[config.mk]
export PLATFORM = sky130hd
export DESIGN_NAME = four_channel_asymmetric_slew_limiter
export DESIGN_NICKNAME = d
export VERILOG_FILES = /design/src/hdl/fcasl_pkg.sv /design/src/hdl/four_channel_asymmetric_slew_limiter.sv /design/src/hdl/fcasl_ctrl.sv /design/src/hdl/fcasl_datapath.sv
export SDC_FILE = /design/constraint.sdc
export NUM_CORES = 2
export LEC_CHECK = 0
export BUFFER_PORTS_ARGS = -buffer_cell sky130_fd_sc_hd__buf_4
export CAP_MARGIN = 10
export CORE_MARGIN = 1
export CORE_UTILIZATION = 25
export CTS_BUF_LIST = sky130_fd_sc_hd__clkbuf_4 sky130_fd_sc_hd__clkbuf_8
export CTS_CLUSTER_DIAMETER = 60
export DETAILED_ROUTE_END_ITERATION = 10
export GPL_ROUTABILITY_DRIVEN = 0
export SLEW_MARGIN = 10
export SYNTH_ARGS = -nofsm -noshare
export SYNTH_HDL_FRONTEND = slang
export SYNTH_SLANG_ARGS = --single-unit
[constraint.sdc]
create_clock -name clk_i -period 10.5 [get_ports clk_i]
set_input_delay 1.05 -clock clk_i [delete_from_list [all_inputs] [get_ports clk_i]]
set_output_delay 1.05 -clock clk_i [all_outputs]
set_load 0.05 [all_outputs]
[src/hdl/fcasl_pkg.sv]
package fcasl_pkg;

  localparam int NUM_CH      = 4;
  localparam int DATA_W      = 16;
  localparam int FRAC_BITS   = 14;
  localparam int TIME_W      = 32;
  localparam int RAMP_W      = 16;
  localparam int KIND_W      = 2;
  localparam int CFG_IDX_W   = 8;
  localparam int DT_CLAMP_MS = 100;
  localparam int IN_DATA_W   = TIME_W + NUM_CH * DATA_W;
  localparam int OUT_DATA_W  = NUM_CH * DATA_W;

  localparam logic [KIND_W-1:0] KIND_SET    = 2'd0;
  localparam logic [KIND_W-1:0] KIND_UPDATE = 2'd1;
  localparam logic [KIND_W-1:0] KIND_CLEAR  = 2'd2;

  localparam logic [CFG_IDX_W-1:0] REG_RAMP_UP   = 8'd0;
  localparam logic [CFG_IDX_W-1:0] REG_RAMP_DOWN = 8'd1;

  typedef struct packed {
    logic load;
    logic step;
    logic commit;
  } sl_cmd_t;

  typedef struct packed {
    logic need_div;
    logic div_done;
  } sl_status_t;

endpackage

[src/hdl/four_channel_asymmetric_slew_limiter.sv]
// Channel   Handshake                    Payload
// s_axis    s_axis_tvalid/s_axis_tready  tuser: kind; tdata: now_ms, 4 targets
// m_axis    m_axis_tvalid/m_axis_tready  tdata: 4 drive values
// cfg       cfg_valid_i/cfg_ready_o      cfg_index_i, cfg_data_i (ramp times)
//
// An update with both ramp times nonzero and nonzero elapsed time runs the
// restoring divider, which retires one quotient bit per cycle for both step
// limits in parallel. Other items skip the division steps. A new word is
// accepted while a result waits.
// A stalled output holds the next result in the commit step.
// Reset clears drives, targets and time base, ramp times return to 500 ms.
module four_channel_asymmetric_slew_limiter
  import fcasl_pkg::*;
#(
  parameter int DtClampMs = DT_CLAMP_MS
) (
  input  logic                  clk_i,
  input  logic                  rst_ni,
  input  logic                  s_axis_tvalid,
  output logic                  s_axis_tready,
  // now_ms[31:0], target_front_left, target_front_right, target_rear_left,
  // target_rear_right
  input  logic [IN_DATA_W-1:0]  s_axis_tdata,
  // kind
  input  logic [KIND_W-1:0]     s_axis_tuser,
  output logic                  m_axis_tvalid,
  input  logic                  m_axis_tready,
  // drive_front_left, drive_front_right, drive_rear_left, drive_rear_right
  output logic [OUT_DATA_W-1:0] m_axis_tdata,
  input  logic                  cfg_valid_i,
  output logic                  cfg_ready_o,
  input  logic [CFG_IDX_W-1:0]  cfg_index_i,
  input  logic [RAMP_W-1:0]     cfg_data_i
);

  sl_cmd_t    cmd;
  sl_status_t status;

  fcasl_ctrl u_ctrl (
    .clk_i        (clk_i),
    .rst_ni       (rst_ni),
    .s_axis_tvalid(s_axis_tvalid),
    .s_axis_tready(s_axis_tready),
    .m_axis_tvalid(m_axis_tvalid),
    .m_axis_tready(m_axis_tready),
    .status_i     (status),
    .cmd_o        (cmd)
  );

  fcasl_datapath #(
    .DtClampMs(DtClampMs)
  ) u_datapath (
    .clk_i      (clk_i),
    .rst_ni     (rst_ni),
    .in_data_i  (s_axis_tdata),
    .in_kind_i  (s_axis_tuser),
    .out_data_o (m_axis_tdata),
    .cfg_valid_i(cfg_valid_i),
    .cfg_ready_o(cfg_ready_o),
    .cfg_index_i(cfg_index_i),
    .cfg_data_i (cfg_data_i),
    .cmd_i      (cmd),
    .status_o   (status)
  );

endmodule

[src/hdl/fcasl_ctrl.sv]
module fcasl_ctrl
  import fcasl_pkg::*;
(
  input  logic       clk_i,
  input  logic       rst_ni,
  input  logic       s_axis_tvalid,
  output logic       s_axis_tready,
  output logic       m_axis_tvalid,
  input  logic       m_axis_tready,
  input  sl_status_t status_i,
  output sl_cmd_t    cmd_o
);

  localparam logic [1:0] ST_IDLE   = 2'd0;
  localparam logic [1:0] ST_DIV    = 2'd1;
  localparam logic [1:0] ST_COMMIT = 2'd2;

  logic [1:0] state_q, state_d;
  logic       m_valid_q, m_valid_d;
  logic       out_free;

  assign out_free      = !m_valid_q || m_axis_tready;
  assign s_axis_tready = (state_q == ST_IDLE);
  assign m_axis_tvalid = m_valid_q;

  always_comb begin
    state_d     = state_q;
    cmd_o       = '0;
    m_valid_d   = m_valid_q && !m_axis_tready;
    case (state_q)
      ST_IDLE: begin
        if (s_axis_tvalid) begin
          cmd_o.load = 1'b1;
          state_d    = ST_DIV;
        end
      end
      ST_DIV: begin
        if (!status_i.need_div || status_i.div_done) begin
          state_d = ST_COMMIT;
        end else begin
          cmd_o.step = 1'b1;
        end
      end
      ST_COMMIT: begin
        if (out_free) begin
          cmd_o.commit = 1'b1;
          m_valid_d    = 1'b1;
          state_d      = ST_IDLE;
        end
      end
      default: begin
        state_d = ST_IDLE;
      end
    endcase
  end

  always_ff @(posedge clk_i or negedge rst_ni) begin
    if (!rst_ni) begin
      state_q   <= ST_IDLE;
      m_valid_q <= 1'b0;
    end else begin
      state_q   <= state_d;
      m_valid_q <= m_valid_d;
    end
  end

`ifndef SYNTHESIS
  a_load_to_div: assert property (@(posedge clk_i) disable iff (!rst_ni)
    cmd_o.load |=> state_q == ST_DIV)
    else $error("load did not start division phase");
  a_commit_valid: assert property (@(posedge clk_i) disable iff (!rst_ni)
    cmd_o.commit |=> m_valid_q)
    else $error("commit did not present a word");
  a_commit_free: assert property (@(posedge clk_i) disable iff (!rst_ni)
    cmd_o.commit |-> (!m_valid_q || m_axis_tready))
    else $error("commit overwrote a pending word");
  a_skip_div: assert property (@(posedge clk_i) disable iff (!rst_ni)
    (state_q == ST_DIV && !status_i.need_div) |=> state_q == ST_COMMIT)
    else $error("division ran without need");
`endif

endmodule

[src/hdl/fcasl_datapath.sv]
module fcasl_datapath
  import fcasl_pkg::*;
#(
  parameter int DtClampMs = DT_CLAMP_MS
) (
  input  logic                  clk_i,
  input  logic                  rst_ni,
  input  logic [IN_DATA_W-1:0]  in_data_i,
  input  logic [KIND_W-1:0]     in_kind_i,
  output logic [OUT_DATA_W-1:0] out_data_o,
  input  logic                  cfg_valid_i,
  output logic                  cfg_ready_o,
  input  logic [CFG_IDX_W-1:0]  cfg_index_i,
  input  logic [RAMP_W-1:0]     cfg_data_i,
  input  sl_cmd_t               cmd_i,
  output sl_status_t            status_o
);

  localparam int DtW   = $clog2(DtClampMs + 1);
  localparam int QW    = DtW + FRAC_BITS;
  localparam int CntW  = $clog2(QW + 1);
  localparam int LaneW = DATA_W + 2;
  localparam logic signed [LaneW-1:0] FullS = LaneW'(1 << FRAC_BITS);
  localparam logic [31:0] LimMax = 32'(2 << FRAC_BITS);

  logic [RAMP_W-1:0] ramp_up_q, ramp_down_q;
  logic signed [DATA_W-1:0] drive_q [NUM_CH];
  logic signed [DATA_W-1:0] goal_q  [NUM_CH];
  logic signed [DATA_W-1:0] tgt_q   [NUM_CH];
  logic signed [DATA_W-1:0] drive_next [NUM_CH];
  logic signed [DATA_W-1:0] slew_val   [NUM_CH];
  logic [TIME_W-1:0] last_q, now_q;
  logic [KIND_W-1:0] kind_q;
  logic              need_div_q, bypass;
  logic [TIME_W-1:0] dt_full;
  logic [DtW-1:0]    dt_clamped;
  logic [QW-1:0]     dq_q [2];
  logic [QW-1:0]     dq_d [2];
  logic [RAMP_W-1:0] rem_q [2];
  logic [RAMP_W-1:0] rem_d [2];
  logic [RAMP_W-1:0] divisor [2];
  logic [CntW-1:0]   cnt_q;
  logic [LaneW-1:0]  lim [2];
  logic signed [DATA_W-1:0] out_q [NUM_CH];

  function automatic logic signed [DATA_W-1:0] clamp_full(logic signed [DATA_W-1:0] v);
    logic signed [LaneW-1:0] w;
    w = LaneW'(v);
    if (w > FullS) begin
      return DATA_W'(FullS);
    end else if (w < -FullS) begin
      return DATA_W'(-FullS);
    end
    return v;
  endfunction

  assign cfg_ready_o = 1'b1;
  assign bypass      = (ramp_up_q == '0) || (ramp_down_q == '0);
  assign dt_full     = in_data_i[TIME_W-1:0] - last_q;
  assign dt_clamped  = (dt_full > TIME_W'(DtClampMs)) ? DtW'(DtClampMs) : dt_full[DtW-1:0];
  assign divisor[0]  = ramp_up_q;
  assign divisor[1]  = ramp_down_q;

  assign status_o.need_div = need_div_q;
  assign status_o.div_done = (cnt_q == CntW'(QW));

  always_comb begin
    logic [RAMP_W:0]   shifted;
    logic [RAMP_W+1:0] diff;
    for (int k = 0; k < 2; k++) begin
      shifted  = {rem_q[k], dq_q[k][QW-1]};
      diff     = {1'b0, shifted} - {2'b00, divisor[k]};
      if (!diff[RAMP_W+1]) begin
        rem_d[k] = diff[RAMP_W-1:0];
        dq_d[k]  = {dq_q[k][QW-2:0], 1'b1};
      end else begin
        rem_d[k] = shifted[RAMP_W-1:0];
        dq_d[k]  = {dq_q[k][QW-2:0], 1'b0};
      end
      lim[k] = (32'(dq_q[k]) > LimMax) ? LaneW'(LimMax) : LaneW'(dq_q[k]);
    end
  end

  always_comb begin
    logic signed [LaneW-1:0] cur, goal, delta, sum, l;
    logic [LaneW-1:0]        mag_c, mag_g;
    for (int i = 0; i < NUM_CH; i++) begin
      cur   = LaneW'(drive_q[i]);
      goal  = LaneW'(goal_q[i]);
      mag_c = (cur < 0) ? LaneW'(-cur) : LaneW'(cur);
      mag_g = (goal < 0) ? LaneW'(-goal) : LaneW'(goal);
      l     = signed'((mag_g < mag_c) ? lim[1] : lim[0]);
      delta = goal - cur;
      if (delta > l) begin
        delta = l;
      end else if (delta < -l) begin
        delta = -l;
      end
      sum = cur + delta;
      if (sum > FullS) begin
        sum = FullS;
      end else if (sum < -FullS) begin
        sum = -FullS;
      end
      slew_val[i] = sum[DATA_W-1:0];
    end
  end

  always_comb begin
    for (int i = 0; i < NUM_CH; i++) begin
      drive_next[i] = drive_q[i];
      case (kind_q)
        KIND_UPDATE: begin
          if (bypass) begin
            drive_next[i] = goal_q[i];
          end else if (need_div_q) begin
            drive_next[i] = slew_val[i];
          end
        end
        KIND_CLEAR: begin
          drive_next[i] = '0;
        end
        default: begin
          drive_next[i] = drive_q[i];
        end
      endcase
    end
  end

  always_ff @(posedge clk_i or negedge rst_ni) begin
    if (!rst_ni) begin
      ramp_up_q   <= RAMP_W'(500);
      ramp_down_q <= RAMP_W'(500);
      last_q      <= '0;
      need_div_q  <= 1'b0;
      cnt_q       <= '0;
      for (int i = 0; i < NUM_CH; i++) begin
        drive_q[i] <= '0;
        goal_q[i]  <= '0;
      end
    end else begin
      if (cfg_valid_i) begin
        case (cfg_index_i)
          REG_RAMP_UP:   ramp_up_q   <= cfg_data_i;
          REG_RAMP_DOWN: ramp_down_q <= cfg_data_i;
          default: begin
          end
        endcase
      end
      if (cmd_i.load) begin
        need_div_q <= (in_kind_i == KIND_UPDATE) && !bypass && (dt_full != '0);
        cnt_q      <= '0;
      end else if (cmd_i.step) begin
        cnt_q <= cnt_q + CntW'(1);
      end
      if (cmd_i.commit) begin
        for (int i = 0; i < NUM_CH; i++) begin
          drive_q[i] <= drive_next[i];
        end
        case (kind_q)
          KIND_SET: begin
            for (int i = 0; i < NUM_CH; i++) begin
              goal_q[i] <= tgt_q[i];
            end
          end
          KIND_UPDATE: begin
            if (bypass || need_div_q) begin
              last_q <= now_q;
            end
          end
          KIND_CLEAR: begin
            last_q <= now_q;
            for (int i = 0; i < NUM_CH; i++) begin
              goal_q[i] <= '0;
            end
          end
          default: begin
          end
        endcase
      end
    end
  end

  always_ff @(posedge clk_i) begin
    if (cmd_i.load) begin
      kind_q <= in_kind_i;
      now_q  <= in_data_i[TIME_W-1:0];
      for (int i = 0; i < NUM_CH; i++) begin
        tgt_q[i] <= clamp_full(in_data_i[TIME_W + i*DATA_W +: DATA_W]);
      end
      for (int k = 0; k < 2; k++) begin
        dq_q[k]  <= QW'(dt_clamped) << FRAC_BITS;
        rem_q[k] <= '0;
      end
    end else if (cmd_i.step) begin
      for (int k = 0; k < 2; k++) begin
        dq_q[k]  <= dq_d[k];
        rem_q[k] <= rem_d[k];
      end
    end
    if (cmd_i.commit) begin
      for (int i = 0; i < NUM_CH; i++) begin
        out_q[i] <= drive_next[i];
      end
    end
  end

  always_comb begin
    for (int i = 0; i < NUM_CH; i++) begin
      out_data_o[i*DATA_W +: DATA_W] = out_q[i];
    end
  end

`ifndef SYNTHESIS
  a_step_divisor: assert property (@(posedge clk_i) disable iff (!rst_ni)
    cmd_i.step |-> (ramp_up_q != '0 && ramp_down_q != '0))
    else $error("divider stepped with zero ramp time");
  a_drive_range: assert property (@(posedge clk_i) disable iff (!rst_ni)
    cmd_i.commit |=> (LaneW'(drive_q[0]) <= FullS && LaneW'(drive_q[0]) >= -FullS
                   && LaneW'(drive_q[3]) <= FullS && LaneW'(drive_q[3]) >= -FullS))
    else $error("drive value out of range");
  a_step_bound: assert property (@(posedge clk_i) disable iff (!rst_ni)
    cmd_i.step |-> cnt_q < CntW'(QW))
    else $error("divider stepped past quotient width");
`endif

endmodule

==> impl_metrics.tcl <==
set metrics [dict create \
    fmax_ghz 0.0997 \
    ys_seq_area_share_pct 31.2 \
    fin_crit_sh_pct 95.5 \
    vias 35400 \
    drcViolationCount 14 \
    maxCapViolations 0 \
    crit_start "u_datapath.drive_q[2]$_DFFE_PN0P_" \
    slew_headroom_pct 27.2 \
    r2r-start "u_datapath.drive_q[2]$_DFFE_PN0P_" \
    critical_path_required_ns 11.10 \
    final_core_util_pct 29.9 \
    clock_latency_ns 0.81 \
    clk_pin_slew_ns 0.06 \
    cp_max_fo 15 \
    cp_data_arrival_time_ns 10.62 \
    track_usage_pct 15.9 \
    failed_checks "DRC" \
    syn_to_final_growth_pct 18.6 \
    antenna_found_initial 7 \
    hold_viol_final 0 \
    cp_slowest_cell "or4_1" \
    grt_pass1_vias 34500 \
    numClockSinks 437 \
    finalSetupViolations 0 \
    report.final.slew_viol_count 0 \
    cts_tree "built" \
    endpoint_kind "flip-flop" \
    netlist_instances 4427 \
    synth_top_area_share_pct 18.2 \
    regArea_sq_um 12100 \
    port_buffers 192 \
    synth.distinct_cells 103 \
    wl_per_cell_microns 18.8 \
    initial_core_util_pct 25.2 \
    drtIter0Drc 2779 \
    vias_per_cell 5.15 \
    syn_area_sq_um 38900 \
    synth_area_leaders "edfxtp_1 18%, ha_1 13%, dfrtp_1 12%" \
    cts_htree_levels 3 \
    dieWidth_microns 397 \
    synth_area_per_cell_sq_um 8.80 \
    grt.overflow.total 0 \
    finalNonFillerCells 6869 \
    firstDrtPassIters 9 \
    fp.dieH_microns 397 \
    netlist_top_cells_count "417 x ha_1, 366 x nand2_1, 347 x o21ai_0, 307 x nor2_1, 248 x inv_1" \
    multi_input_area_sq_um 25600 \
    io_pins 194 \
    synthFlopType "edfxtp_1" \
    max_stage_delay_ns 0.52 \
    yosysMostFrequentCell "ha_1" \
    place_ws_ns 0.0501 \
    row_count 144 \
    die_area_sq_um 157000 \
    grt_pass1_wl_microns 198000 \
    worstMarginPinSlew_ns 1.09 \
    startpoint_type "flip-flop" \
    final_antenna_net_count 0 \
    synth_edf_count 236 \
    post-route-min-period_ns 10.03 \
    ys.warnings.count 0 \
    dpl.cell_count 6693 \
    wirelength_microns 129000 \
    nets 5305 \
    ys_async_sr_fraction_pct 46.0 \
    final_layout_size_suffix_gt1_share_pct 16.5 \
    clock_skew_ns 0.0747 \
    clk_path_buf_depth 3 \
    cts_inserted_buffers 84 \
    min_path_type "in2async" \
    nFillCells 16100 \
    core_sq_um 154000 \
    critPathKind "reg2reg" \
    finalInstanceArea_sq_um 46200 \
    postLayoutSetupSlackWorst_ns 0.472 \
    post_dp_cell_area_sq_um 44000 \
    yosysTopAreaCell "edfxtp_1" \
    grt_max_degree 90 \
    clock-root-buffer "clkbuf_8" \
    hpwl_microns 98600 \
    synth_seq_cells 437 \
    status "finished, violations left" \
]
layout by cell type (no fill, tap or decap), types with 43 or more instances in the layout:
master and n:
o31ai_1 67, o21ai_0 336, clkbuf_8 98, mux2i_1 69, and2_1 101, mux2_2 60, nand2b_1 115, a21o_1 87
dfrtp_1 181, edfxtp_1 236, nor3_1 63, a21oi_1 236, xor2_1 57, o21a_1 56, xnor2_1 244, ha_1 414
nand3_1 93, nor4_1 45, nand4_1 43, nor2_1 299, nor2b_1 55, o22ai_1 62, buf_4 407, inv_1 243
nand2_1 362, a31oi_1 63
per-stage QoR:
stage	hold WS (ns)	TNS [ns]
finish	0.302	0
floorplan	0.455	0
global placement	0.457	0
global route	0.322	-0.236
CTS	0.259	0
detailed placement	0.466	0
state kept, by name, indices dropped and copies added (netlist names), 5 cells and up:
name	cells
u_datapath.dq_q	42
u_datapath.last_q	32
u_datapath.goal_q	64
u_datapath.ramp_up_q	16
u_datapath.rem_q	32
u_datapath.ramp_down_q	16
u_datapath.cnt_q	5
u_datapath.drive_q	64
u_datapath.now_q	32
u_datapath.out_q	64
u_datapath.tgt_q	64
critical path: cells and delay by family, from the launching register on:
kind / cells / cell delay (ns)
AOI/OAI and AO/OA: 18 / 3.48
DFF: 1 / 0.47
adders and majority gates: 5 / 1.32
xor gates and xnor gates: 2 / 0.29
buffers and inverters: 1 / 0.13
and+or+nand+nor: 14 / 3.56
muxes: 2 / 0.55
cell families (layout without fill, tap and decap cells):
| logic type | after synthesis | in the layout | share of synthesized area (%) |
|---|---|---|---|
| and+or+nand+nor | 1358 | 1359 | 17.5 |
| AOI/OAI and AO/OA | 1308 | 1308 | 22.3 |
| buffers and inverters | 453 | 824 | 4.46 |
| DFF | 437 | 437 | 31.2 |
| adders and majority gates | 429 | 429 | 14.0 |
| xor gates and xnor gates | 305 | 305 | 6.91 |
| muxes | 135 | 135 | 3.75 |
| other | 2 | 28 | 0.0193 |
metal layers:
metal,vias to the layer above,GRT usage (%),part of all wire [%]
met5,-,0,0.044
met4,8,5.74,3.3
met3,281,3.15,7.0
met2,1152,26.5,47
met1,17000,20.3,43
li1,17000,-,-
cell type report:
| type | count | area share (%) |
|---|---|---|
| Antenna cell | 3 | 0.0163 |
| Clock buffer | 130 | 3.44 |
| Clock inverter | 28 | 0.474 |
| Inverter | 251 | 2.05 |
| Multi-Input combinational cell | 3561 | 55.3 |
| Sequential cell | 437 | 26.3 |
| Tap cell | 2044 | 5.54 |
| Timing Repair Buffer | 415 | 6.88 |
final timing paths:
path | to | slack (ns) | cells past startpoint
worst max-delay path | u_datapath.out_q[3][9]$_DFFE_PP_ | 0.47 | 42
worst min-delay path | u_datapath.last_q[12]$_DFFE_PN0P_ | 0.30 | 1
worst max register to register | u_datapath.out_q[3][9]$_DFFE_PP_ | 0.47 | 42
worst min register to register | u_datapath.last_q[1]$_DFFE_PN0P_ | 0.47 | 1
max in group asynchronous | u_datapath.drive_q[33]$_DFFE_PN0P_ | 7.96 | 3
min in group clk_i | u_datapath.last_q[1]$_DFFE_PN0P_ | 0.47 | 1
what timing repair did:
item / in CTS / in global routing
gates cloned: 0 / 1
setup endpoints to repair: 2 / 122
gates resized for setup: 1 / 74
hold buffers: 0 / 0
pin swaps: 0 / 12
setup buffers: 0 / 14
Power is not shown: default switching activity piles up to over one toggle a cycle in this logic, so the estimate is an artifact.
